**src/sv/tbpr_pkg.sv**
```systemverilog
// ----------------------------------------------------------------------------
// tbpr_pkg: shared types and constants of the background pixel renderer
// Request formats, register indexes, memory geometry and the shade lookup.
// ----------------------------------------------------------------------------
package tbpr_pkg;

  // Screen and memory geometry.
  localparam int SCREEN_WIDTH  = 160;
  localparam int SCREEN_HEIGHT = 144;
  localparam int VRAM_BYTES    = 8192;
  localparam int VRAM_AW       = $clog2(VRAM_BYTES);
  localparam int BANK_DEPTH    = VRAM_BYTES / 2;
  localparam int BANK_AW       = $clog2(BANK_DEPTH);

  // Tile map and pattern base addresses.
  localparam logic [VRAM_AW-1:0] MAP_LOW_BASE     = 13'h1800;
  localparam logic [VRAM_AW-1:0] MAP_HIGH_BASE    = 13'h1C00;
  localparam logic [VRAM_AW-1:0] SIGNED_TILE_BASE = 13'h1000;

  // Output queue sizing.
  localparam int OQ_DEPTH = 4;
  localparam int OQ_AW    = $clog2(OQ_DEPTH);
  localparam int OQ_CW    = $clog2(OQ_DEPTH + 1);

  // Request operations.
  typedef enum logic {
    OP_WRITE  = 1'b0,
    OP_RENDER = 1'b1
  } op_t;

  // Configuration register indexes.
  typedef enum logic [2:0] {
    CFG_LCD_ENABLE   = 3'd0,
    CFG_UNSIGNED_MODE = 3'd1,
    CFG_BG_MAP_HIGH  = 3'd2,
    CFG_SCROLL_X     = 3'd3,
    CFG_SCROLL_Y     = 3'd4,
    CFG_BG_PALETTE   = 3'd5
  } cfg_idx_t;

  // Input request payload.
  typedef struct packed {
    logic               op;
    logic [VRAM_AW-1:0] vram_address;
    logic [7:0]         write_data;
    logic [7:0]         pixel_x;
    logic [7:0]         line;
  } pix_in_t;

  // Result payload.
  typedef struct packed {
    logic [7:0] out_column;
    logic [7:0] out_row;
    logic [7:0] shade;
  } pix_out_t;

  // Write port of one memory bank.
  typedef struct packed {
    logic               en;
    logic [BANK_AW-1:0] idx;
    logic [7:0]         data;
  } bank_wr_t;

  // Map a 2-bit color through the palette to a gray level.
  function automatic logic [7:0] shade_of(input logic [7:0] palette,
                                          input logic [1:0] color);
    logic [1:0] sel;
    logic [7:0] gray;
    case (color)
      2'd0:    sel = palette[1:0];
      2'd1:    sel = palette[3:2];
      2'd2:    sel = palette[5:4];
      default: sel = palette[7:6];
    endcase
    case (sel)
      2'd0:    gray = 8'h00;
      2'd1:    gray = 8'h3F;
      2'd2:    gray = 8'h7E;
      default: gray = 8'hFF;
    endcase
    return gray;
  endfunction

endpackage

```
**src/sv/tbpr_outq.sv**
```systemverilog
// ----------------------------------------------------------------------------
// tbpr_outq: result queue
// Small queue that holds finished pixels until the consumer takes them.
// ----------------------------------------------------------------------------
module tbpr_outq (
  input  logic                         clk,
  input  logic                         rst_n,
  input  logic                         push,
  input  tbpr_pkg::pix_out_t           push_data,
  output logic                         out_valid,
  input  logic                         out_stall,
  output tbpr_pkg::pix_out_t           out_data,
  output logic [tbpr_pkg::OQ_CW-1:0]   count
);

  tbpr_pkg::pix_out_t              entries_r [tbpr_pkg::OQ_DEPTH];
  logic [tbpr_pkg::OQ_AW-1:0]      wr_ptr_r;
  logic [tbpr_pkg::OQ_AW-1:0]      wr_ptr_nxt;
  logic [tbpr_pkg::OQ_AW-1:0]      rd_ptr_r;
  logic [tbpr_pkg::OQ_AW-1:0]      rd_ptr_nxt;
  logic [tbpr_pkg::OQ_CW-1:0]      count_r;
  logic [tbpr_pkg::OQ_CW-1:0]      count_nxt;
  logic                            pop;

  assign pop = out_valid && !out_stall;

  // Pointer and occupancy update.
  always_comb begin
    wr_ptr_nxt = push ? wr_ptr_r + 1'b1 : wr_ptr_r;
    rd_ptr_nxt = pop  ? rd_ptr_r + 1'b1 : rd_ptr_r;
    count_nxt  = count_r;
    if (push && !pop) begin
      count_nxt = count_r + 1'b1;
    end else if (!push && pop) begin
      count_nxt = count_r - 1'b1;
    end
  end

  always_ff @(posedge clk) begin
    if (!rst_n) begin
      wr_ptr_r <= '0;
      rd_ptr_r <= '0;
      count_r  <= '0;
    end else begin
      wr_ptr_r <= wr_ptr_nxt;
      rd_ptr_r <= rd_ptr_nxt;
      count_r  <= count_nxt;
    end
  end

  // Payload storage needs no reset.
  always_ff @(posedge clk) begin
    if (push) begin
      entries_r[wr_ptr_r] <= push_data;
    end
  end

  assign out_valid = (count_r != '0);
  assign out_data  = entries_r[rd_ptr_r];
  assign count     = count_r;

  // A push never lands on a full queue unless an entry leaves on the same edge.
  a_no_overflow: assert property (@(posedge clk) disable iff (!rst_n)
    !(push && !pop && (count_r == tbpr_pkg::OQ_CW'(tbpr_pkg::OQ_DEPTH))))
    else $error("result queue overflow");

  // Occupancy tracks the pointer distance.
  a_ptr_count: assert property (@(posedge clk) disable iff (!rst_n)
    (wr_ptr_r - rd_ptr_r) == count_r[tbpr_pkg::OQ_AW-1:0])
    else $error("result queue pointers and count disagree");

endmodule

```
**config.mk**
```make
export PLATFORM = sky130hd
export DESIGN_NAME = tbpr_outq
export DESIGN_NICKNAME = d
export VERILOG_FILES = /design/src/sv/tbpr_pkg.sv /design/src/sv/tbpr_outq.sv
export SDC_FILE = /design/constraint.sdc
export NUM_CORES = 1
export LEC_CHECK = 0
export ABC_AREA = 1
export BUFFER_PORTS_ARGS = -buffer_cell sky130_fd_sc_hd__buf_2
export CAP_MARGIN = 25
export CORE_MARGIN = 10
export CORE_UTILIZATION = 45
export CTS_CLUSTER_DIAMETER = 100
export DETAILED_ROUTE_END_ITERATION = 8
export PLACE_DENSITY = 0.74
export SLEW_MARGIN = 0
export SYNTH_ARGS = -nofsm -noshare
export SYNTH_HDL_FRONTEND = slang
export SYNTH_SLANG_ARGS = --single-unit
```
**constraint.sdc**
```tcl
create_clock -name clk -period 5.02 [get_ports clk]
set_clock_uncertainty 0.2 [all_clocks]
set_input_delay 0.753 -clock clk [delete_from_list [all_inputs] [get_ports clk]]
set_output_delay 0.753 -clock clk [all_outputs]
set_load 0.1 [all_outputs]
```
# After elaboration in Yosys (flattened, before gate mapping)
# Memory sizes are Yosys's and may differ from the RTL's. A register that Yosys moved wholly into a read port is not among the register bits.
# Cells that the tools add are included.
dict set report totals {
  reg_bits 7
  ramBits 96
  input_bits 28
  out_inout_bits 28
  elab_cells 22
  n_memories 1
}
# memory depth word_bits read_ports rd_clocked_by_memory_dff wr line_no
set memory_table {}
lappend memory_table {entries_r 4 24 1 1 1 tbpr_outq.sv:16} ;# tbpr_pkg::pix_out_t entries_r [tbpr_pkg::OQ_DEPTH];
dict set report op_classes {
  n_addsub 4
  mux 6
  reduce_logical 8
}
# operator count
set op_table {}
lappend op_table {{$mux W3} 2}
lappend op_table {{$add A2 B1 Y2 const B} 2}
lappend op_table {{$mux W2} 2}
lappend op_table {{$add A3 B1 Y3 const B} 1}
lappend op_table {{$logic_and A1 B1 Y1} 3}
lappend op_table {{$logic_not A1 Y1} 3}
lappend op_table {{$reduce_bool A3 Y1} 1}
lappend op_table {{$sub A3 B1 Y3 const B} 1}
lappend op_table {{$mux W1} 2}
lappend op_table {{$reduce_bool A2 Y1} 1}

# Longest topological paths before layout
# Gate-level depths: netlist (run 1).
dict set report depth {
  word_depth 5
  ltp_mapped 12
  mapped_depth_nobuf 12
}

# Worst setup path before layout (run 1)
# OpenSTA, ideal clock, no wires.
dict set report synth_timing {
  kind {register -> register}
  start {reg count_r, in the netlist count[1]}
  end {reg count_r, in the netlist count[1]}
  setup_time_ns 0.117
  arrival_time_ns 2.945
  t_required_ns 4.703
  slack_ns 1.758
  stages_incl_launch_ff 9
  path_buffers 0
  synth_period_minus_slack_ns 3.262
  path_cell_list {dfxtp_1 nor2_1 nand2_1 nand2_1 ha_1 inv_1 fa_1 o21ai_0 nor2_1}
}
dict set report synth_between {
  elab_chain_len 5
  word_cells_on_any_way 10
  cone_classes {2 x add/sub; 2 x mux; 6 x reduce/logical}
}
# element line_no
set synth_lines {}
lappend synth_lines {{start, declared} tbpr_outq.sv:21} ;# logic [tbpr_pkg::OQ_CW-1:0] count_r;
lappend synth_lines {{start signal, assigned} tbpr_outq.sv:47} ;# count_r <= count_nxt;
lappend synth_lines {{$reduce_bool A3 Y1} tbpr_outq.sv:58} ;# assign out_valid = (count_r != '0);
lappend synth_lines {{net out_valid} tbpr_outq.sv:10} ;# output logic out_valid,
lappend synth_lines {{$logic_and A1 B1 Y1} tbpr_outq.sv:25} ;# assign pop = out_valid && !out_stall;
lappend synth_lines {{$logic_not A1 Y1} tbpr_outq.sv:32} ;# if (push && !pop) begin
lappend synth_lines {{$logic_and A1 B1 Y1} tbpr_outq.sv:32}
lappend synth_lines {{$mux W3} tbpr_outq.sv:32}
lappend synth_lines {{net count_nxt (one bit)} tbpr_outq.sv:22} ;# logic [tbpr_pkg::OQ_CW-1:0] count_nxt;
# The timed path passes the listed nets, and every way through them passes these cells. The select of a mux whose other input is x is not followed.
# A chain may end at the register's enable or synchronous reset.

==> results of run 1 <==
power groups by stage:
stage               registers, mW  clock network, mW  logic, mW
floorplan                    1.11                  0      0.796
global placement             1.04                  0      0.990
detailed placement           1.05                  0       1.02
CTS                          1.02              0.652       1.02
global route                 1.03              0.694       1.07
finish                       1.02              0.639       1.01
through the flow:
stage	instances	hold WS (ns)	util	power, mW	cell area (um^2)
after floorplan	294	0.249	-	1.90	4180
after global placement	448	0.260	0.494	2.03	4520
after detailed placement	452	0.254	0.506	2.06	4630
after CTS	468	0.269	0.535	2.70	4890
after global routing	468	0.308	0.535	2.79	4890
final	469	0.271	0.535	2.67	4890
synth_stat cells:
library cell	count	area share
buf_4	1	0.0018
buf_6	3	0.0081
o22ai_2	20	0.060
nor2_2	20	0.030
buf_2	9	0.011
nand2_1	13	0.012
o22ai_1	4	0.0060
o21ai_1	4	0.0048
nor2_1	34	0.031
inv_1	15	0.013
dfxtp_1	9	0.043
edfxtp_1	96	0.69
fa_1	1	0.0048
a21oi_1	6	0.0072
nand3_1	2	0.0024
clkbuf_1	1	0.00090
ha_1	5	0.015
o21ai_0	48	0.057
inv_2	2	0.0018
nand4_1	1	0.0015
worst paths after layout:
kind,depth (start not counted),slack [ns],endpoint,start
worst max-delay path,5,1.49,out_data[17],register
worst min-delay path,2,0.27,register,rd_ptr_r[0]$_SDFFE_PN0P_
worst max register to register,8,2.99,count[1]$_SDFFE_PN0P_,count[0]$_SDFFE_PN0P_
worst min register to register,2,0.27,register,rd_ptr_r[0]$_SDFFE_PN0P_
state kept, by name, summed over array words and instances (netlist names), named ones only:
| name | cells |
|---|---|
| count | 3 |
| wr_ptr_r | 2 |
| entries_r | 96 |
| rd_ptr_r | 2 |
per-layer routing:
layer  wire (um)  vias up
li1            -     1188
met1        3400     1160
met2        3900       58
met3         552       10
met4          84        0
met5           0        -
placed cells by master (no fill, tap or decap), types with 4 or more instances in the layout:
cell type  synthesis  routed
a21oi_1            6       6
buf_16             0       4
buf_2              9      55
bufinv_16          0       4
clkbuf_8           0       9
dfxtp_1            9       8
edfxtp_1          96      96
ha_1               5       5
inv_1             15      15
nand2_1           13      13
nor2_1            34      34
nor2_2            20      20
o21ai_0           48      48
o21ai_1            4       4
o22ai_1            4       4
o22ai_2           20      20
area by class of cell:
type	instances	area (um^2)
inverters	17	63.8
clock buffers	11	131
diodes	1	2.50
clock inverters	5	128
fillers	749	4260
multi-input cells	158	966
well taps	111	139
repair buffers	61	400
flip-flops and latches	105	3060
worst max-delay path, cell delays in order, from the launching register on:
cell and delay (ns):
dfxtp_2 0.31, buf_4 0.27, inv_2 0.76, o21ai_0 0.23
o22ai_2 0.15, buf_2 0.45
logic make-up (layout without fill, tap and decap cells):
family,Yosys count,count (layout),synth area share
flops,105,105,0.732
compound gates,82,82,0.135
simple gates,70,70,0.0760
buf+inv,31,94,0.0368
fa+ha+maj,6,6,0.0197
other cells,0,1,0
==> out/results.tsv, run 1 <==
stage	metric	value	unit
clocking	cts.sinks	105	
detailed_routing	drt_iter0_drc	127	
setup_path	path_class	register to output port	
detailed_routing	vias	2416	
power_and_ir_drop	p_clk_frac	0.239	
detailed_routing	wl	7940	um
place	place_hpwl	4980	um
clocking	clk_pin_slew	0.08	ns
global_route	grtUsageMet3	0.0462	
layout	syn_to_final_growth	17.0	%
place	pre_cts_ws	1.84	ns
sta	slew_headroom	0.355	
sta	fin_crit	3.53	ns
synth	synth-seq-cells	105	
synth	yosysWarnings	0	
detailed_routing	firstDrtPassIters	4	
power_and_ir_drop	pwr-share-comb	0.377	
min_path	hp-class	register to register	
clocking	cts_resized	0	
synth	synthCells	294	
sta	tns	0	ns
global_route	use_met1	0.139	
sta	setup_violations	0	
floorplanning	dieArea	13600	um^2
floorplanning	ios	56	
detailed_routing	wire_per_inst	16.9	um
power_and_ir_drop	p_int	1.56	mW
global_route	grt_pass1_wl	12600	um
sta	worst_slack	1.49	ns
detailed_routing	ant_nets	0	
power_and_ir_drop	leakagePower	1.77	nW
clocking	tritoncts	done	
sta	tightestPinTransition	0.966	ns
floorplanning	rows	35	
layout	drive_gt1_frac	0.331	
setup_path	start_kind	register	
power_and_ir_drop	power_density	546	nW/um^2
detailed_routing	viasPerCell	5.15	
floorplanning	core_area	9150	um^2
clocking	cts_inserted_buffers	9	
layout	nets	386	
global_route	grt_pass1_vias	2550	
synth	ys_seq_area_frac	0.732	
sta	hold_viol	0	
place	port_buffers	55	
outcome	status	completed	
synth	syn-cell-area	4180	um^2
clocking	htreeDepth	3	
synth	synth_area_per_cell	14.2	um^2
detailed_routing	drc	0	
sta	rsz0062_at_grt	no	
global_route	grt_overflow	0	
sta	fmax	0.283	GHz
sta	finalCritPeriodShare	0.704	
global_route	top_usage_layer	met2	
global_route	grt_use_met2	0.209	
global_route	grt_max_degree	50	
setup_path	required	4.07	ns
power_and_ir_drop	seq_power_share	0.384	
setup_path	crit_fanout	49	
run	cap_viol_max_count	0	
global_route	track_usage	0.123	
synth	ys_types	20	
place	place_congestion	0.745	
setup_path	arrival	2.58	ns
clocking	cts_setup_buffers	0	
power_and_ir_drop	switching_share	0.417	
synth	syn_nets	328	
power_and_ir_drop	p_switching	1.12	mW
clocking	clock-root-buffer	clkbuf_8	
power_and_ir_drop	peakVddDrop	0.351	mV
global_route	antenna_found_initial	0	
setup_path	endpoint_kind	output port	
floorplanning	start_util	0.457	
clocking	cts_buffer_depth	2	
floorplanning	die_x	116	um
floorplanning	dieHeight	116	um
sta	report.final.slew_viol_count	0	
clocking	hold_buffers	0	
clocking	insertion_delay	0.35	ns
No activity file was read; power rests on OpenSTA's default activity.
==> inputs of run 2 (changes only) <==
Settings changed: PLACE_DENSITY 0.74 to 0.76.
Clock period 5.02 ns to 2.9 ns, I/O delays scaled along.
==> run 2 against run 1 <==
Against the previous run: largest power group unchanged; critical endpoint is now out_data[15]; sequential share of layout area is 0.72 points higher; register-to-register slack worse by 2.1 ns; largest cell class unchanged; worst hold slack got worse by 0.19 ns; combinational power increased by 71%; core utilization shrank 0.55 points; wire length is 2.6% higher; cell count grew 0.64%; sequential cell count stayed put; global-route usage increased by 0.44 points; first-iteration DRC count decreased by 23%; final area is 1.0% lower.
==> out/results.tsv, run 2 (synthesis gave the netlist of run 1 again) <==
stage	metric	value	unit
place	place_congestion	0.691	
layout	final_common_cell	edfxtp_1	
layout	drive_gt1_frac	0.355	
clocking	clock-root-buffer	clkbuf_8	
setup_path	cp_cell_sequence	buf_4 -> o21ai_0 -> o22ai_1 -> buf_2	
power_and_ir_drop	p_int	2.62	mW
clocking	cts_buffer_depth	2	
clocking	hold_buffers	0	
power_and_ir_drop	pwr-share-comb	0.378	
global_route	grt_pass1_vias	2566	
setup_path	crit_fanout	32	
power_and_ir_drop	power_density	946	nW/um^2
min_path	hp-class	input port to register	
floorplanning	die_x	116	um
floorplanning	rows	35	
global_route	grt_max_degree	33	
layout	largest_reg_flops	96	
sta	setup_violations	0	
clocking	cts_resized	0	
global_route	antenna_found_initial	0	
floorplanning	dieArea	13600	um^2
outcome	status	completed	
layout	final_cell_mix	edfxtp_1, buf_2, o21ai_0, nor2_1	
clocking	cts.sinks	105	
place	place_area	4600	um^2
detailed_routing	wl	8140	um
sta	tightestPinTransition	0.782	ns
layout	n_fill_cell	772	
floorplanning	ios	56	
clocking	tritoncts	done	
power_and_ir_drop	switching_share	0.428	
setup_path	critPathMaxStageDelay	0.53	ns
sta	slew_headroom	0.478	
clocking	cts_inserted_buffers	9	
detailed_routing	firstDrtPassIters	4	
global_route	grt_pass1_wl	13100	um
layout	final_util	0.529	
global_route	grt_overflow	0	
sta	rsz0062_at_grt	no	
power_and_ir_drop	seq_power_share	0.393	
layout	stdcell_count	472	
layout	regMostFlops	entries_r	
layout	fin_area	4840	um^2
global_route	track_usage	0.127	
power_and_ir_drop	p_switching	1.96	mW
place	port_buffers	55	
sta	finalCritPeriodShare	0.943	
sta	fin_crit	2.73	ns
floorplanning	dieHeight	116	um
place	dp.cells	456	
layout	n_antenna_cell	0	
sta	tns	0	ns
run	cap_viol_max_count	0	
detailed_routing	vias	2482	
clocking	htreeDepth	3	
clocking	cts_setup_buffers	0	
sta	hold_viol	0	
layout	syn_to_final_growth	15.8	%
setup_path	required	2.27	ns
setup_path	path_class	register to output port	
power_and_ir_drop	peakVddDrop	0.819	mV
place	place_hpwl	5400	um
detailed_routing	wire_per_inst	17.3	um
sta	fmax	0.366	GHz
detailed_routing	drc	0	
setup_path	arrival	2.10	ns
setup_path	cp_slowest_cell	dfxtp_2	
power_and_ir_drop	leakagePower	1.77	nW
floorplanning	core_area	9150	um^2
clocking	clk_pin_slew	0.10	ns
floorplanning	start_util	0.457	
detailed_routing	viasPerCell	5.26	
setup_path	endpoint_kind	output port	
layout	nets	390	
detailed_routing	drt_iter0_drc	98	
power_and_ir_drop	p_clk_frac	0.229	
sta	report.final.slew_viol_count	0	
detailed_routing	ant_nets	0	
clocking	insertion_delay	0.35	ns
setup_path	start_kind	register	
-- run 2: changes by cell type in the layout (fill, tap and decap cells not counted), moves of 2 or more --
cell	before	now
buf_16	4	0
buf_4	2	9
dfxtp_1	8	5
dfxtp_2	1	4
clkbuf_1	2	0
-- run 2: power groups by stage --
stage / registers (mW) / clock network [mW] / logic (mW)
floorplan: 1.92 / 0 / 1.38
global route: 1.81 / 1.13 / 1.83
CTS: 1.80 / 1.07 / 1.75
global placement: 1.83 / 0 / 1.72
finish: 1.80 / 1.05 / 1.73
detailed placement: 1.83 / 0 / 1.75
-- run 2: worst max-delay path, delay by kind of cell, from the launching register on --
kind / cells / cell delay, ns
DFF: 1 / 0.53
AOI/OAI and AO/OA: 2 / 0.36
buffers and inverters: 2 / 0.84
-- run 2: per-layer routing --
metal  vias to the layer above  track usage  share of wire
li1                       1198            -              -
met1                      1223        0.149           0.43
met2                        50        0.212           0.50
met3                        11       0.0442          0.051
met4                         0       0.0442          0.013
met5                         -            0              0
-- run 2: area by class of cell --
class | count | area, um^2 | area share
sequential | 105 | 3070 | 0.633
multi-input combinational | 158 | 968 | 0.200
timing repair buffer | 65 | 363 | 0.0749
tap | 111 | 139 | 0.0287
clock buffer | 9 | 124 | 0.0256
clock inverter | 7 | 119 | 0.0245
inverter | 17 | 63.8 | 0.0132
-- run 2: stage by stage --
step / setup WS (ns) / hold WS, ns / total power [mW]
after global routing: 0.0133 / 0.0558 / 4.77
final: 0.167 / 0.0771 / 4.58
after floorplan: 0.197 / 0.249 / 3.30
after CTS: 0.115 / 0.0648 / 4.62
after detailed placement: 0.522 / 0.278 / 3.58
after global placement: 0.561 / 0.266 / 3.55
-- run 2: final timing paths --
check	slack, ns	end	startpoint	cells after the start
hold / removal	0.08	entries_r[0][19]$_DFFE_PP_	push_data[19]	1
setup reg to reg	0.93	count[2]$_SDFFE_PN0P_	count[1]$_SDFFE_PN0P_	12
hold reg to reg	0.30	register	rd_ptr_r[0]$_SDFFE_PN0P_	2
setup / recovery	0.17	out_data[15]	register	4
==> inputs of run 3 (changes only) <==
Settings changed: BUFFER_PORTS_ARGS -buffer_cell sky130_fd_sc_hd__buf_2 to -buffer_cell sky130_fd_sc_hd__clkbuf_2, MAX_ROUTING_LAYER from default to met4, PLACE_DENSITY 0.76 to 0.74.
Clock period 2.9 ns to 3.31 ns, I/O delays scaled along.
==> run 3 against run 2 <==
Against the previous run: worst hold slack gained 0.078 ns; power shrank 17%; critical path depth grew 1; combinational power shrank 13%; cell count shrank 0.42%; register-to-register slack gained 0.34 ns; die area is the same; final area shrank 2.0%; global-route usage shrank 0.17 points; first-iteration DRC count grew 18%; sequential share of layout area grew 1.2 points; largest cell class unchanged; highest routed layer unchanged.
==> out/results.tsv, run 3 (synthesis gave the netlist of run 1 again) <==
stage	metric	value	unit
outcome	status	completed	
detailed_routing	ant_nets	0	
power_and_ir_drop	leakagePower	1.73	nW
detailed_routing	wire_per_inst	16.8	um
setup_path	critPathMaxStageDelay	0.48	ns
detailed_routing	vias	2451	
setup_path	cp_top_family	buffers and inverters	
setup_path	endpoint_kind	output port	
clocking	insertion_delay	0.35	ns
sta	fin_crit	2.84	ns
layout	final_cell_mix	edfxtp_1, clkbuf_2, o21ai_0, nor2_1	
global_route	grt_use_met2	0.198	
detailed_routing	viasPerCell	5.21	
layout	register_area	3060	um^2
place	pre_cts_ws	0.808	ns
setup_path	crit_fanout	27	
layout	multi_input_area	966	um^2
layout	largest_reg_flops	96	
layout	final_common_cell	edfxtp_1	
global_route	grt_max_degree	49	
global_route	grtUsageMet3	0.0354	
global_route	top_usage_layer	met2	
floorplanning	rows	35	
sta	finalCritPeriodShare	0.859	
setup_path	required	2.61	ns
setup_path	path_buf_inv	3	
setup_path	start_kind	register	
detailed_routing	firstDrtPassIters	4	
global_route	use_met1	0.156	
detailed_routing	drt_iter0_drc	116	
detailed_routing	drc	0	
global_route	antenna_found_initial	0	
detailed_routing	wl	7910	um
layout	n_antenna_cell	0	
floorplanning	core_area	9150	um^2
sta	fmax	0.352	GHz
sta	tns	0	ns
clocking	tritoncts	done	
sta	rsz0062_at_grt	no	
global_route	grt_overflow	0	
floorplanning	start_util	0.457	
clocking	hold_buffers	0	
sta	tightestPinTransition	0.619	ns
sta	slew_headroom	0.587	
sta	setup_violations	0	
sta	worst_slack	0.468	ns
layout	regMostFlops	entries_r	
place	place_congestion	0.730	
run	cap_viol_max_count	0	
setup_path	path_class	register to output port	
setup_path	cp_slowest_cell	clkbuf_2	
global_route	track_usage	0.125	
floorplanning	dieArea	13600	um^2
clocking	cts_buffer_depth	2	
global_route	grt_pass1_vias	2459	
clocking	clk_pin_slew	0.10	ns
power_and_ir_drop	power_density	797	nW/um^2
setup_path	arrival	2.15	ns
clocking	clock-root-buffer	clkbuf_8	
clocking	cts.sinks	105	
power_and_ir_drop	peakVddDrop	0.815	mV
floorplanning	dieHeight	116	um
layout	syn_to_final_growth	13.5	%
floorplanning	die_x	116	um
sta	hold_viol	0	
global_route	grt_pass1_wl	12700	um
clocking	cts_resized	0	
floorplanning	ios	56	
clocking	htreeDepth	3	
min_path	hp-class	input port to register	
layout	drive_gt1_frac	0.337	
layout	n_fill_cell	743	
sta	report.final.slew_viol_count	0	
setup_path	cp_cell_sequence	inv_2 -> buf_4 -> o21ai_0 -> o22ai_2 -> clkbuf_2	
place	port_buffers	55	
clocking	cts_setup_buffers	0	
place	place_hpwl	5120	um
layout	nets	388	
clocking	cts_inserted_buffers	9	
==> run 3: cell count changes in the layout (fill, tap and decap cells not counted), moves of 2 or more <==
cell and change:
dfxtp_1 +3, inv_6 +2, clkbuf_2 +55, bufinv_16 -3, buf_2 -55, dfxtp_2 -3
==> run 3: worst paths after layout <==
check / from / slack, ns / cells after the start / to
min reg2reg: rd_ptr_r[0]$_SDFFE_PN0P_ / 0.30 / 2 / register
min: push_data[20] / 0.16 / 1 / entries_r[3][20]$_DFFE_PP_
max: register / 0.47 / 5 / out_data[17]
max reg2reg: count[1]$_SDFFE_PN0P_ / 1.27 / 12 / count[2]$_SDFFE_PN0P_
==> run 3: area by class of cell <==
type	instances	share of cell area
Clock buffer	9	0.0261
Clock inverter	7	0.0113
Tap cell	111	0.0293
Sequential cell	105	0.646
Multi-Input combinational cell	158	0.204
Timing Repair Buffer	63	0.0707
Inverter	17	0.0134
==> run 3: layer usage <==
| metal | up-vias | part of all wire |
|---|---|---|
| li1 | 1193 | - |
| met1 | 1198 | 0.44 |
| met2 | 53 | 0.50 |
| met3 | 7 | 0.052 |
| met4 | 0 | 0.0065 |
| met5 | - | 0 |
==> run 3: where the power goes <==
group          switching (mW)  leakage (nW)  total, mW  internal (mW)
sequential             0.0371         0.956       1.56           1.52
clock                   0.428        0.0839      0.707          0.279
combinational            1.27         0.688       1.51          0.248
total                    1.73          1.73       3.78           2.05
==> run 3: through the flow <==
| stage | cells | hold slack [ns] | util | area (um^2) | power (mW) |
|---|---|---|---|---|---|
| detailed placement | 454 | 0.274 | 0.499 | 4570 | 3.13 |
| CTS | 470 | 0.139 | 0.519 | 4750 | 3.82 |
| global placement | 454 | 0.261 | 0.499 | 4570 | 3.10 |
| finish | 470 | 0.155 | 0.519 | 4750 | 3.78 |
| floorplan | 294 | 0.249 | - | 4180 | 2.89 |
| global route | 470 | 0.141 | 0.519 | 4750 | 3.97 |
